File: config.mk
export PLATFORM = sky130hd
export DESIGN_NAME = seven_segment_scan_serializer_top
export DESIGN_NICKNAME = d
export VERILOG_FILES = /design/src/rtl/core/sss_pkg.sv /design/src/rtl/core/sss_front.sv /design/src/rtl/core/sss_queue.sv /design/src/rtl/core/sss_reload.sv /design/src/rtl/core/sss_back.sv /design/src/rtl/core/seven_segment_scan_serializer_top.sv
export VERILOG_INCLUDE_DIRS = /design/src /design/src/rtl/core
export SDC_FILE = /design/constraint.sdc
export NUM_CORES = 1
export LEC_CHECK = 0
export ABC_CLOCK_PERIOD_IN_PS = 2900
export BUFFER_PORTS_ARGS = -buffer_cell sky130_fd_sc_hd__buf_2
export CAP_MARGIN = 30
export CORE_MARGIN = 5
export CORE_UTILIZATION = 50
export CTS_CLUSTER_SIZE = 30
export DETAILED_ROUTE_END_ITERATION = 8
export GPL_ROUTABILITY_DRIVEN = 1
export MAX_ROUTING_LAYER = met4
export PLACE_DENSITY_LB_ADDON = 0.08
export SYNTH_ARGS = -nofsm -noshare
export SYNTH_HDL_FRONTEND = slang
export SYNTH_SLANG_ARGS = --single-unit
File: constraint.sdc
create_clock -name clk_i -period 2.9 [get_ports clk_i]
set_input_delay 0.29 -clock clk_i [delete_from_list [all_inputs] [get_ports clk_i]]
set_output_delay 0.29 -clock clk_i [all_outputs]
set_load 0.01 [all_outputs]
File: src/rtl/core/seven_segment_scan_serializer_top_assert.svh
// Assertion macros for the seven-segment scan serializer.
// Used by the top level only; the bodies are empty when SYNTH is defined.
`ifndef SEVEN_SEGMENT_SCAN_SERIALIZER_TOP_ASSERT_SVH
`define SEVEN_SEGMENT_SCAN_SERIALIZER_TOP_ASSERT_SVH

`ifndef SYNTH
// checked only out of reset
`define SSS_ASSERT(lbl, prop) \
  lbl: assert property (@(posedge clk_i) disable iff (!rst_ni) prop) \
    else $error("sss assertion failed");
// checked at every edge, reset included
`define SSS_ASSERT_ALWAYS(lbl, prop) \
  lbl: assert property (@(posedge clk_i) prop) \
    else $error("sss assertion failed");
`else
`define SSS_ASSERT(lbl, prop)
`define SSS_ASSERT_ALWAYS(lbl, prop)
`endif

`endif

File: src/rtl/core/sss_pkg.sv
// Shared types, constants and the segment code table of the scan serializer.
// No dependencies.
`default_nettype none
package sss_pkg;

  localparam int unsigned NUM_W          = 16;    // number and refresh widths
  localparam int unsigned CNT_W          = 6;     // tick count / reload width
  localparam int unsigned RATE_W         = 10;    // refresh rate after range check
  localparam int unsigned REFRESH_MIN    = 50;
  localparam int unsigned REFRESH_MAX    = 1000;
  localparam int unsigned REFRESH_DFLT   = 100;
  localparam int unsigned DIV_NUMERATOR  = 46875;
  localparam int unsigned SEG_W          = 8;
  localparam int unsigned EN_W           = 4;
  localparam logic [2:0]  BIT_LAST       = 3'd7;

  localparam logic OP_LOAD = 1'b0;
  localparam logic OP_TICK = 1'b1;

  typedef struct packed {
    logic             op;
    logic [NUM_W-1:0] value;
  } item_t;

  // reload value and the count restart from a refresh write
  typedef struct packed {
    logic             clear;
    logic [CNT_W-1:0] reload;
  } rld_t;

  // active-low segment codes, common anode; codes above nine wrap modulo ten
  function automatic logic [SEG_W-1:0] seg_code(input logic [3:0] d);
    logic [SEG_W-1:0] s;
    case (d)
      4'd0, 4'd10: s = 8'hC0;
      4'd1, 4'd11: s = 8'hF9;
      4'd2, 4'd12: s = 8'hA4;
      4'd3, 4'd13: s = 8'hB0;
      4'd4, 4'd14: s = 8'h99;
      4'd5, 4'd15: s = 8'h92;
      4'd6:        s = 8'h82;
      4'd7:        s = 8'hF8;
      4'd8:        s = 8'h80;
      4'd9:        s = 8'h90;
      default:     s = 8'hC0;
    endcase
    return s;
  endfunction

endpackage
`default_nettype wire

File: src/rtl/core/sss_front.sv
// Input side: unpacks a beat, saturates the number and pushes it to the queue.
// Depends on sss_pkg.
`default_nettype none
module sss_front #(
  parameter int unsigned DIGIT_COUNT = 4
) (
  input  wire logic                      s_axis_tvalid_i,
  output logic                           s_axis_tready_o,
  input  wire logic [sss_pkg::NUM_W-1:0] s_axis_tdata_i,
  input  wire logic [0:0]                s_axis_tuser_i,
  input  wire logic                      q_full_i,
  input  wire logic                      hold_i,
  output logic                           push_o,
  output sss_pkg::item_t                 item_o
);
  import sss_pkg::*;

  localparam int unsigned LIMIT = 10 ** DIGIT_COUNT - 1;

  assign s_axis_tready_o = !q_full_i && !hold_i;
  assign push_o          = s_axis_tvalid_i && s_axis_tready_o;

  always_comb begin
    item_o.op = s_axis_tuser_i[0];
    if ({16'd0, s_axis_tdata_i} > LIMIT) begin
      item_o.value = NUM_W'(LIMIT);
    end else begin
      item_o.value = s_axis_tdata_i;
    end
  end

endmodule
`default_nettype wire

File: src/rtl/core/sss_queue.sv
// Two-entry queue between the front and the back of the serializer.
// Depends on sss_pkg.
`default_nettype none
module sss_queue (
  input  wire logic     clk_i,
  input  wire logic     rst_ni,
  input  wire logic     push_i,
  input  wire sss_pkg::item_t item_i,
  output logic          full_o,
  input  wire logic     pop_i,
  output logic          valid_o,
  output sss_pkg::item_t item_o
);
  import sss_pkg::*;

  item_t      mem_q [2];
  logic       wr_ptr_q, wr_ptr_d;
  logic       rd_ptr_q, rd_ptr_d;
  logic [1:0] cnt_q, cnt_d;
  logic       do_pop;

  assign full_o  = (cnt_q == 2'd2);
  assign valid_o = (cnt_q != 2'd0);
  assign item_o  = mem_q[rd_ptr_q];
  assign do_pop  = pop_i && valid_o;

  always_comb begin
    wr_ptr_d = push_i ? !wr_ptr_q : wr_ptr_q;
    rd_ptr_d = do_pop ? !rd_ptr_q : rd_ptr_q;
    cnt_d    = cnt_q + 2'(push_i) - 2'(do_pop);
  end

  always_ff @(posedge clk_i or negedge rst_ni) begin
    if (!rst_ni) begin
      wr_ptr_q <= 1'b0;
      rd_ptr_q <= 1'b0;
      cnt_q    <= 2'd0;
    end else begin
      wr_ptr_q <= wr_ptr_d;
      rd_ptr_q <= rd_ptr_d;
      cnt_q    <= cnt_d;
    end
  end

  always_ff @(posedge clk_i) begin
    if (push_i) begin
      mem_q[wr_ptr_q] <= item_i;
    end
  end

endmodule
`default_nettype wire

File: src/rtl/core/sss_reload.sv
// Refresh register: range check and a bit-serial divide giving the tick reload.
// Depends on sss_pkg.
`default_nettype none
module sss_reload #(
  parameter int unsigned DIGIT_COUNT = 4
) (
  input  wire logic                      clk_i,
  input  wire logic                      rst_ni,
  input  wire logic                      cfg_valid_i,
  output logic                           cfg_ready_o,
  input  wire logic [sss_pkg::NUM_W-1:0] cfg_data_i,
  output logic                           busy_o,
  output sss_pkg::rld_t                  rld_o
);
  import sss_pkg::*;

  localparam int unsigned DIV_SCALE   = 4 * DIGIT_COUNT;
  localparam int unsigned DIV_MAX     = DIV_SCALE * REFRESH_MAX;
  localparam int unsigned DIV_W       = $clog2(DIV_MAX + 1);
  localparam int unsigned STEP_W      = $clog2(NUM_W);
  localparam int unsigned RST_QUO     = DIV_NUMERATOR / (DIV_SCALE * REFRESH_DFLT);
  localparam int unsigned RST_RELOAD  = (RST_QUO < 1) ? 1 : RST_QUO;

  logic              busy_q, busy_d;
  logic [STEP_W-1:0] step_q, step_d;
  logic [CNT_W-1:0]  reload_q, reload_d;
  logic [DIV_W-1:0]  div_q, div_d;
  logic [DIV_W-1:0]  rem_q, rem_d;
  logic [NUM_W-1:0]  num_q, num_d;
  logic [NUM_W-1:0]  quo_q, quo_d;
  logic [DIV_W:0]    trial;
  logic              ge;
  logic [RATE_W-1:0] rate;
  logic              wr;

  assign cfg_ready_o = !busy_q;
  assign wr          = cfg_valid_i && cfg_ready_o;
  assign busy_o      = busy_q;
  assign rld_o.clear  = wr;
  assign rld_o.reload = reload_q;

  always_comb begin
    if (cfg_data_i < NUM_W'(REFRESH_MIN) || cfg_data_i > NUM_W'(REFRESH_MAX)) begin
      rate = RATE_W'(REFRESH_DFLT);
    end else begin
      rate = cfg_data_i[RATE_W-1:0];
    end
    trial = {rem_q, num_q[NUM_W-1]};
    ge    = (trial >= {1'b0, div_q});

    busy_d   = busy_q;
    step_d   = step_q;
    reload_d = reload_q;
    div_d    = div_q;
    rem_d    = rem_q;
    num_d    = num_q;
    quo_d    = quo_q;

    if (busy_q) begin
      // restoring step: one quotient bit per cycle
      rem_d  = ge ? DIV_W'(trial - {1'b0, div_q}) : DIV_W'(trial);
      quo_d  = {quo_q[NUM_W-2:0], ge};
      num_d  = {num_q[NUM_W-2:0], 1'b0};
      step_d = step_q + STEP_W'(1);
      if (step_q == STEP_W'(NUM_W - 1)) begin
        busy_d   = 1'b0;
        reload_d = (quo_d == '0) ? CNT_W'(1) : quo_d[CNT_W-1:0];
      end
    end
    if (wr) begin
      busy_d = 1'b1;
      step_d = '0;
      div_d  = DIV_W'({22'd0, rate} * DIV_SCALE);
      rem_d  = '0;
      num_d  = NUM_W'(DIV_NUMERATOR);
      quo_d  = '0;
    end
  end

  always_ff @(posedge clk_i or negedge rst_ni) begin
    if (!rst_ni) begin
      busy_q   <= 1'b0;
      step_q   <= '0;
      reload_q <= CNT_W'(RST_RELOAD);
    end else begin
      busy_q   <= busy_d;
      step_q   <= step_d;
      reload_q <= reload_d;
    end
  end

  always_ff @(posedge clk_i) begin
    div_q <= div_d;
    rem_q <= rem_d;
    num_q <= num_d;
    quo_q <= quo_d;
  end

endmodule
`default_nettype wire

File: src/rtl/core/sss_back.sv
// Back end: digit conversion, tick counting, scan and the bit serializer.
// Depends on sss_pkg.
`default_nettype none
module sss_back #(
  parameter int unsigned DIGIT_COUNT = 4
) (
  input  wire logic                     clk_i,
  input  wire logic                     rst_ni,
  input  wire logic                     q_valid_i,
  input  wire sss_pkg::item_t           q_item_i,
  output logic                          q_pop_o,
  input  wire sss_pkg::rld_t            rld_i,
  output logic                          out_valid_o,
  input  wire logic                     out_ready_i,
  output logic                          out_bit_o,
  output logic                          out_last_o,
  output logic [sss_pkg::EN_W-1:0]      out_en_o
);
  import sss_pkg::*;

  localparam int unsigned PW     = (DIGIT_COUNT > 1) ? $clog2(DIGIT_COUNT) : 1;
  localparam int unsigned BW     = 4 * DIGIT_COUNT;
  localparam int unsigned CONV_W = $clog2(NUM_W);

  localparam logic [1:0] ST_IDLE  = 2'd0;
  localparam logic [1:0] ST_CONV  = 2'd1;
  localparam logic [1:0] ST_SHIFT = 2'd2;

  logic [1:0]        state_q, state_d;
  logic [3:0]        digit_q [DIGIT_COUNT];
  logic [3:0]        digit_d [DIGIT_COUNT];
  logic [PW-1:0]     scan_pos_q, scan_pos_d;
  logic [PW-1:0]     en_pos_q, en_pos_d;
  logic [CNT_W-1:0]  tick_q, tick_d;
  logic [2:0]        bit_cnt_q, bit_cnt_d;
  logic [CONV_W-1:0] conv_cnt_q, conv_cnt_d;
  logic [SEG_W-1:0]  seg_q, seg_d;
  logic [BW-1:0]     bcd_q, bcd_d, bcd_adj;
  logic [NUM_W-1:0]  val_q, val_d;
  logic [CNT_W-1:0]  reload_eff, tick_inc;
  logic              beat, last_beat, take;

  assign out_valid_o = (state_q == ST_SHIFT);
  assign out_bit_o   = seg_q[SEG_W-1];
  assign out_last_o  = out_valid_o && (bit_cnt_q == BIT_LAST);
  assign out_en_o    = out_last_o ? (EN_W'(1) << en_pos_q) : '0;

  assign beat      = out_valid_o && out_ready_i;
  assign last_beat = beat && (bit_cnt_q == BIT_LAST);
  // a new item may enter in the cycle the last bit leaves
  assign take      = (state_q == ST_IDLE) || last_beat;
  assign q_pop_o   = take && q_valid_i;

  assign reload_eff = (rld_i.reload == '0) ? CNT_W'(1) : rld_i.reload;
  assign tick_inc   = tick_q + CNT_W'(1);

  always_comb begin
    // double dabble: add three to every digit of five or more before the shift
    for (int i = 0; i < DIGIT_COUNT; i++) begin
      bcd_adj[4*i +: 4] = (bcd_q[4*i +: 4] >= 4'd5) ? bcd_q[4*i +: 4] + 4'd3
                                                     : bcd_q[4*i +: 4];
    end
  end

  always_comb begin
    state_d    = state_q;
    digit_d    = digit_q;
    scan_pos_d = scan_pos_q;
    en_pos_d   = en_pos_q;
    tick_d     = tick_q;
    bit_cnt_d  = bit_cnt_q;
    conv_cnt_d = conv_cnt_q;
    seg_d      = seg_q;
    bcd_d      = bcd_q;
    val_d      = val_q;

    if (beat) begin
      seg_d     = {seg_q[SEG_W-2:0], 1'b0};
      bit_cnt_d = bit_cnt_q + 3'd1;
      if (last_beat) begin
        state_d = ST_IDLE;
      end
    end

    if (state_q == ST_CONV) begin
      bcd_d      = {bcd_adj[BW-2:0], val_q[NUM_W-1]};
      val_d      = {val_q[NUM_W-2:0], 1'b0};
      conv_cnt_d = conv_cnt_q + CONV_W'(1);
      if (conv_cnt_q == CONV_W'(NUM_W - 1)) begin
        state_d = ST_IDLE;
        // digit 0 is the most significant
        for (int i = 0; i < DIGIT_COUNT; i++) begin
          digit_d[i] = bcd_d[4*(DIGIT_COUNT-1-i) +: 4];
        end
      end
    end

    if (rld_i.clear) begin
      tick_d = '0;
    end

    if (q_pop_o) begin
      if (q_item_i.op == OP_LOAD) begin
        state_d    = ST_CONV;
        bcd_d      = '0;
        val_d      = q_item_i.value;
        conv_cnt_d = '0;
      end else if (tick_inc < reload_eff) begin
        tick_d = tick_inc;
      end else begin
        tick_d     = '0;
        state_d    = ST_SHIFT;
        seg_d      = seg_code(digit_q[scan_pos_q]);
        bit_cnt_d  = '0;
        en_pos_d   = scan_pos_q;
        scan_pos_d = (scan_pos_q == PW'(DIGIT_COUNT - 1)) ? '0 : scan_pos_q + PW'(1);
      end
    end
  end

  always_ff @(posedge clk_i or negedge rst_ni) begin
    if (!rst_ni) begin
      state_q    <= ST_IDLE;
      scan_pos_q <= '0;
      tick_q     <= '0;
      bit_cnt_q  <= '0;
      conv_cnt_q <= '0;
      for (int i = 0; i < DIGIT_COUNT; i++) begin
        digit_q[i] <= '0;
      end
    end else begin
      state_q    <= state_d;
      scan_pos_q <= scan_pos_d;
      tick_q     <= tick_d;
      bit_cnt_q  <= bit_cnt_d;
      conv_cnt_q <= conv_cnt_d;
      digit_q    <= digit_d;
    end
  end

  always_ff @(posedge clk_i) begin
    en_pos_q <= en_pos_d;
    seg_q    <= seg_d;
    bcd_q    <= bcd_d;
    val_q    <= val_d;
  end

endmodule
`default_nettype wire

File: src/rtl/core/seven_segment_scan_serializer_top.sv
// Seven-segment scan serializer: a tick that reaches the reload gives eight beats,
// one a cycle when the sink is ready; the next item enters on the last beat.
// Ticks that do not scan only step the count; a number load runs the back end's
// 16-step binary-to-decimal conversion; queue of two entries in front.
// A refresh write runs a serial divide, inputs held off meanwhile.
// Async active-low reset: digits 0, scan 0, count 0, reload from 100 Hz.
`default_nettype none
module seven_segment_scan_serializer_top #(
  parameter int unsigned DIGIT_COUNT = 4
) (
  input  wire logic        clk_i,
  input  wire logic        rst_ni,
  input  wire logic        cfg_valid_i,
  output logic             cfg_ready_o,
  input  wire logic [15:0] cfg_data_i,       // refresh_hz
  input  wire logic        s_axis_tvalid_i,
  output logic             s_axis_tready_o,
  input  wire logic [15:0] s_axis_tdata_i,   // number_value
  input  wire logic [0:0]  s_axis_tuser_i,   // operation
  output logic             m_axis_tvalid_o,
  input  wire logic        m_axis_tready_i,
  output logic [7:0]       m_axis_tdata_o,   // shift_data, zero fill
  output logic [3:0]       m_axis_tuser_o,   // digit_enable
  output logic             m_axis_tlast_o    // latch_pulse
);
  import sss_pkg::*;

  `include "seven_segment_scan_serializer_top_assert.svh"

  item_t push_item, q_item;
  rld_t  rld;
  logic  push, q_full, q_valid, q_pop, div_busy, out_bit;

  sss_reload #(.DIGIT_COUNT(DIGIT_COUNT)) u_reload (
    .clk_i      (clk_i),
    .rst_ni     (rst_ni),
    .cfg_valid_i(cfg_valid_i),
    .cfg_ready_o(cfg_ready_o),
    .cfg_data_i (cfg_data_i),
    .busy_o     (div_busy),
    .rld_o      (rld)
  );

  sss_front #(.DIGIT_COUNT(DIGIT_COUNT)) u_front (
    .s_axis_tvalid_i(s_axis_tvalid_i),
    .s_axis_tready_o(s_axis_tready_o),
    .s_axis_tdata_i (s_axis_tdata_i),
    .s_axis_tuser_i (s_axis_tuser_i),
    .q_full_i       (q_full),
    .hold_i         (div_busy),
    .push_o         (push),
    .item_o         (push_item)
  );

  sss_queue u_queue (
    .clk_i  (clk_i),
    .rst_ni (rst_ni),
    .push_i (push),
    .item_i (push_item),
    .full_o (q_full),
    .pop_i  (q_pop),
    .valid_o(q_valid),
    .item_o (q_item)
  );

  sss_back #(.DIGIT_COUNT(DIGIT_COUNT)) u_back (
    .clk_i      (clk_i),
    .rst_ni     (rst_ni),
    .q_valid_i  (q_valid),
    .q_item_i   (q_item),
    .q_pop_o    (q_pop),
    .rld_i      (rld),
    .out_valid_o(m_axis_tvalid_o),
    .out_ready_i(m_axis_tready_i),
    .out_bit_o  (out_bit),
    .out_last_o (m_axis_tlast_o),
    .out_en_o   (m_axis_tuser_o)
  );

  assign m_axis_tdata_o = {7'd0, out_bit};

  // a refresh write holds off both input channels on the next cycle
  `SSS_ASSERT(a_cfg_holds_input, cfg_valid_i && cfg_ready_o |=> !s_axis_tready_o && !cfg_ready_o)
  // digit enable only with the latch beat, and at most one digit
  `SSS_ASSERT(a_enable_on_latch, m_axis_tvalid_o && !m_axis_tlast_o |-> m_axis_tuser_o == 4'd0)
  `SSS_ASSERT(a_enable_onehot, m_axis_tvalid_o && m_axis_tlast_o |-> $onehot0(m_axis_tuser_o))
  // queue never written while full, never read empty
  `SSS_ASSERT_ALWAYS(a_queue_bounds, !(push && q_full) && !(q_pop && !q_valid))

endmodule
`default_nettype wire
==> out/results.ini, run 1 <==
[worst_setup_path]
crit_path_frequent_cell=ha_1
start_kind=register
crit_path_end_kind=register
critPathBufInv=0
r2r_end=u_back.scan_pos_q[0]
worstSetupEndpoint=u_back.scan_pos_q[0]
crit_type=register to register
crit_family=compound AO/OA/AOI/OAI gates
critPathArrivalTime_ps=2980
startpoint=u_back.tick_q[0]
r2r-start=u_back.tick_q[0]
slowest_stage=a21boi_4
crit_path_max_incr_delay_ps=520
reg2regPathDepth=8
reg2reg_slack_ps=240
cp_max_fo=23
crit_chain=ha_1 > nand3_1 > xnor2_1 > ha_1 > and3_1 > o211ai_1 > a21boi_4 > mux2_2
worst-path-stages=8
required_ps=3210

[timing]
fin_skew_ps=7.64
fin_crit_ps=2660
max_slew_margin=0.411
finalCritPeriodShare=0.919
tns_ps=0
max_freq_mhz=375
rsz0062_at_grt=no
worst_slew_pin_slew_ps=882
hold_viol=0
slew_viol_final=0
final-setup-viol-count=0

[cells_and_area]
final_layout_size_suffix_gt1_frac=0.138
final_core_util=0.569
area_delta_synth_final_pct=12.2
final_area_um2=9410
fillers=1447
antenna_cells=0
num-nets-final=966

[synthesis]
ys_warn_count=0
synth-compound-area-share=0.132
synthSimpleGateAreaFrac=0.163
synthFlopType=dfxtp_1
synth_mux_area_frac=0.0642
synth_fa_ha_area_frac=0.0576
syn_area_um2=8390
synth_top_family_by_area=simple AND/OR/NAND/NOR gates
synth_edf_count=46
ys_seq_area_frac=0.511
netlist_instances=848
synth.avg_cell_area_um2=9.89
ys_ff_latch=179
synthArstFlopShare=0.268
synthXorXnorAreaFrac=0.0272
synth_cell_types=62

[clocking]
cts.sinks=179
cts_tree=yes
cts-buffers-inserted=17
clk_pin_slew_worst_paths_ps=70
cts_buffer_depth=2
cts_setup_buffers=0
htreeDepth=4
clock_latency_ps=430
clockRootBuffer=clkbuf_16

[detailed_routing]
viasPerCell=5.34
first_iter_violations=387
final_antenna_net_count=0
drt_wl_total_um=15400
firstDrtPassIters=5
vias=5994
drc=0
wl_per_cell_um=13.7

[floorplan]
core_um2=16500
die_w_um=140
die_h_um=140
num_io_pins=54
row_count=47
start_util=0.507
dieArea_um2=19500

[power]
ir_drop_mv=0.464
power.leakage_nw=4.04
power_density_nw_per_um2=765

[flow_run]
maxCapViolCount=0

[grt]
grt_max_degree=58
grt-ovfl-total=0
grt_pass1_wl_um=26400
grt_use_met1=0.221
top_usage_layer=met2
grt_use_met3=0.0391
grt_antenna_before_repair=0
use_met2=0.256
grt_usage=0.167
grt_pass1_vias=5712

[place]
gp_congestion=0.810
place_area_um2=8790
dp_hpwl_um=10500
io_buffer_count=46

[worst_hold_path]
min-delay-path-class=primary input to register

[status]
run_status=completed

==> where the power goes <==
part,switching [W],internal (W)
Sequential,0.000285,0.00304
Clock,0.000991,0.00128
Combinational,0.000883,0.000710
==> synthesized netlist by cell type (all sizes together) (8+ instances only) <==
cell type / instances / area (um2)
nand2b: 8 / 50.1
nor3b: 8 / 60.1
dfrtp: 44 / 1100
and2: 14 / 87.6
o21ai: 64 / 320
xnor2: 15 / 131
inv: 36 / 135
nor2: 49 / 189
nand3: 16 / 80.1
xor2: 11 / 96.3
nor2b: 19 / 119
clkbuf: 28 / 105
nand2: 146 / 548
a211oi: 21 / 163
dfxtp: 85 / 1700
edfxtp: 46 / 1380
a31oi: 19 / 119
nor4: 8 / 50.1
ha: 37 / 463
mux2: 17 / 191
a21oi: 43 / 215
buf: 19 / 128
mux2i: 20 / 200
==> sequential cells by signal, summed over array words and instances, names as in the netlist, 2 cells and up <==
signal             cells
u_back.bcd_q          16
u_back.state_q         2
u_reload.reload_q      6
u_back.tick_q          6
u_queue.cnt_q          2
u_reload.num_q        16
u_back.seg_q           8
u_back.en_pos_q        2
u_back.digit_q        16
u_reload.div_q        10
u_back.conv_cnt_q      4
u_back.val_q          16
u_back.scan_pos_q      2
u_queue.mem_q         34
u_reload.quo_q        15
u_reload.rem_q        14
u_back.bit_cnt_q       3
u_reload.step_q        4
==> layout make-up <==
class | instances | area (um2) | share of cell area
inverters | 36 | 135 | 0.0144
well taps | 220 | 275 | 0.0293
clock inverters | 14 | 153 | 0.0162
repair buffers | 60 | 345 | 0.0367
flip-flops and latches | 179 | 4290 | 0.456
multi-input cells | 596 | 3780 | 0.402
clock buffers | 18 | 429 | 0.0456
==> kinds of logic after synthesis <==
kind of cell / after synthesis
AND/OR/NAND/NOR: 298
adder cells (fa/ha/maj): 38
other: 1
flip-flops: 179
buffers and inverters: 83
multiplexers: 43
AO/OA/AOI/OAI: 180
XOR/XNOR: 26
==> cell usage in the layout (no fill, tap or decap), types with 4 or more instances in the layout <==
cell       count
a211oi_1      20
a21oi_1       43
a22o_1         7
a31oi_1       19
and2_1        14
and3_1         7
buf_2         46
buf_4         12
clkbuf_16     17
conb_1        11
dfrtp_1       44
dfstp_2        4
dfxtp_1       85
edfxtp_1      46
ha_1          37
inv_1         36
inv_6          5
mux2_2        17
mux2i_1       20
nand2_1      146
nand2b_1       8
nand3_1       16
nand4_1        5
nor2_1        47
nor2b_1       19
nor3_1         6
nor3b_1        8
nor4_1         8
o21ai_0       63
or3_1          6
xnor2_1       15
xor2_1        11
==> worst register-to-register path, cell delays in order, from the launching register on <==
cell and delay, ps:
dfrtp_1 430, ha_1 250, nand3_1 120, xnor2_1 160
ha_1 310, and3_1 200, o211ai_1 160, a21boi_4 520
mux2_2 400
==> stage by stage <==
step	setup slack, ps	cells	hold WS (ps)	total power (W)
2_1_floorplan	540	858	-5.59	0.00457
3_3_place_gp	163	1088	343	0.00489
3_5_place_dp	65.1	1089	350	0.00497
4_1_cts	37.2	1122	44.1	0.00727
5_1_grt	37.3	1123	52.8	0.00767
6_report	236	1123	57.4	0.00720
==> repair_timing <==
item                                   in CTS  in global routing
hold buffers                                1                  0
setup endpoints to repair                   0                 10
gates resized for setup                     0                  2
endpoints found under the hold margin      26                  0
==> worst min path at each step <==
stage,start,endpoint,slack [ps],cells after the start
after floorplan,rst_ni,u_back.bit_cnt_q[0],-6,0
after global placement,rst_ni,u_back.digit_q[11],340,1
after detailed placement,rst_ni,u_back.digit_q[11],350,1
after CTS,s_axis_tuser_i,u_queue.mem_q[0][16],40,1
after global routing,s_axis_tuser_i,u_queue.mem_q[0][16],50,1
final,s_axis_tuser_i,u_queue.mem_q[0][16],60,1
==> layer usage <==
layer / share of wire / wire [um]
met5: 0 / 0
met4: 0.011 / 168
met3: 0.038 / 581
met2: 0.46 / 7100
met1: 0.49 / 7520
Note: power is estimated with default switching activity, not from simulation.
==> inputs of run 2 (changes only) <==
Settings changed: CORE_ASPECT_RATIO set to 1.5, CORE_UTILIZATION 50 to 30.
==> out/results.ini, run 2 (same netlist as run 1, synthesis figures left out) <==
[detailed_routing]
firstDrtPassIters=5  ; unchanged
first_iter_violations=324  ; -16%
drt_wl_total_um=17700  ; +15%
wl_per_cell_um=14.1  ; +2.7%
viasPerCell=4.70  ; -12%
vias=5904  ; -1.5%
drc=0  ; unchanged
final_antenna_net_count=0  ; unchanged

[power]
power_density_nw_per_um2=766  ; about the same
power.leakage_nw=4.08  ; +0.96%
p_int_w=0.00520  ; +3.2%
ir_drop_mv=0.444  ; -4.4%
swShare=0.295  ; -0.00514
power.switching_w=0.00217  ; +0.70%
combPwrFrac=0.218  ; -0.003
pwr-share-seq=0.456  ; -0.007
finalPower_w=0.00737  ; +2.5%
pwr-share-clk=0.326  ; +0.010

[clocking]
cts.sinks=179  ; unchanged
cts-buffers-inserted=17  ; unchanged
cts_tree=yes
clk_pin_slew_worst_paths_ps=60  ; about the same
clock_latency_ps=440  ; about the same
cts_setup_buffers=0  ; unchanged
cts_buffer_depth=2  ; unchanged
clockRootBuffer=clkbuf_16
htreeDepth=4  ; unchanged

[floorplan]
start_util=0.302  ; -0.206
num_io_pins=54  ; unchanged
die_h_um=215  ; +54%
row_count=75  ; +60%
core_um2=27800  ; +68%
dieArea_um2=31500  ; +62%
die_w_um=147  ; +5.0%

[cells_and_area]
regMostFlops=u_queue.mem_q
mostFrequentLayoutCells=nand2_1, dfxtp_1, o21ai_0
final_core_util=0.347  ; -0.223
register_area_um2=4290  ; about the same
fillers=2909  ; +100%
final_common_cell=nand2_1
antenna_cells=0  ; unchanged
area_delta_synth_final_pct=14.8
multiInputGateArea_um2=3780  ; unchanged
final_layout_size_suffix_gt1_frac=0.143  ; +0.00443
largest_register_ffs=34  ; unchanged
num-nets-final=973  ; +0.72%

[worst_hold_path]
min-delay-path-class=primary input to register
min-delay-start=s_axis_tuser_i
min_path_cells=1  ; unchanged
hold_end=u_queue.mem_q[1][16]

[grt]
grt_usage=0.121  ; -0.0458
grt-ovfl-total=0  ; unchanged
grt_pass1_vias=6009  ; +5.2%
grt_antenna_before_repair=0  ; unchanged
grt_max_degree=50  ; -14%
grt_pass1_wl_um=29900  ; +13%

[worst_setup_path]
r2r-start=u_back.tick_q[1]
crit_path_max_incr_delay_ps=540  ; +20 ps
crit_family=compound AO/OA/AOI/OAI gates
start_kind=register
reg2regPathDepth=8  ; unchanged
critPathArrivalTime_ps=2950  ; -30 ps
crit_path_end_kind=register
crit_chain=ha_1 > nand3_1 > xnor2_1 > ha_1 > and3_1 > o211ai_1 > a21boi_4 > mux2_2
slowest_stage=a21boi_4
reg2reg_slack_ps=270  ; +30 ps
cp_max_fo=23  ; unchanged
critPathBufInv=0  ; unchanged
r2r_end=u_back.scan_pos_q[0]
crit_type=register to register
required_ps=3230  ; +20 ps
crit_path_frequent_cell=ha_1

[place]
dp_hpwl_um=12200  ; +16%
gp_congestion=0.748  ; -7.7%
io_buffer_count=46  ; unchanged

[timing]
finalCritPeriodShare=0.907  ; -0.0119
slew_viol_final=0  ; unchanged
max_slew_margin=0.596  ; +0.185
max_freq_mhz=380  ; +1.3%
rsz0062_at_grt=no
worst_slew_pin_slew_ps=604  ; -278 ps
fin_skew_ps=7.22  ; -0.423 ps
final-setup-viol-count=0  ; unchanged
fin_crit_ps=2630  ; -34.6 ps
tns_ps=0  ; unchanged
hold_viol=0  ; unchanged

[status]
run_status=completed

[flow_run]
maxCapViolCount=0  ; unchanged

-- run 2: worst register-to-register path: cells and delay by family, from the launching register on --
family / cells / cell delay [ps]
mux: 1 / 400
simple gates: 2 / 310
flops: 1 / 380
compound gates: 2 / 690
xor+xnor: 1 / 180
fa+ha+maj: 2 / 550
-- run 2: through the flow --
stage | setup WS (ps) | cell area (um2) | hold WS, ps | cells
global route | 53.5 | 9630 | 32.0 | 1256
finish | 271 | 9630 | 53.8 | 1256
detailed placement | 18.5 | 9000 | 347 | 1223
global placement | 72.4 | 9000 | 364 | 1223
CTS | 32.0 | 9610 | 26.0 | 1256
floorplan | 540 | 8420 | -5.59 | 858
-- run 2: worst max-delay path by stage --
stage / startpoint / depth (start not counted) / to
after floorplan: u_back.tick_q[0] / 10 / u_back.tick_q[2]
final: u_back.tick_q[1] / 8 / u_back.scan_pos_q[0]
after global placement: u_back.tick_q[1] / 8 / u_back.scan_pos_q[1]
after detailed placement: u_back.tick_q[1] / 8 / u_back.scan_pos_q[0]
after CTS: u_back.tick_q[1] / 8 / u_back.scan_pos_q[0]
after global routing: u_back.tick_q[1] / 8 / u_back.scan_pos_q[1]
-- run 2: metal layers --
| layer | vias up | GRT usage | wire length (um) |
|---|---|---|---|
| met4 | 0 | 0.0512 | 410 |
| met2 | 82 | 0.202 | 8800 |
| met1 | 2743 | 0.141 | 7980 |
| met5 | - | - | 0 |
| met3 | 23 | 0.0261 | 476 |
| li1 | 3056 | - | - |
-- run 2: layout make-up --
class | instances | share of cell area
flip-flops and latches | 179 | 0.446
multi-input cells | 596 | 0.393
clock buffers | 20 | 0.0454
well taps | 346 | 0.0450
repair buffers | 67 | 0.0405
clock inverters | 12 | 0.0169
inverters | 36 | 0.0140
-- run 2: timing repair --
action | in CTS | in global routing
hold buffers | 1 | 0
endpoints found under the hold margin | 24 | 0
resized for setup | 0 | 2
endpoints found under the setup margin | 0 | 10
-- run 2: power by group through the flow --
stage	logic, W	clock network [W]	registers [W]
floorplan	0.00127	0	0.00330
global placement	0.00163	0	0.00341
global route	0.00187	0.00258	0.00343
CTS	0.00164	0.00250	0.00337
finish	0.00161	0.00241	0.00336
detailed placement	0.00163	0	0.00342
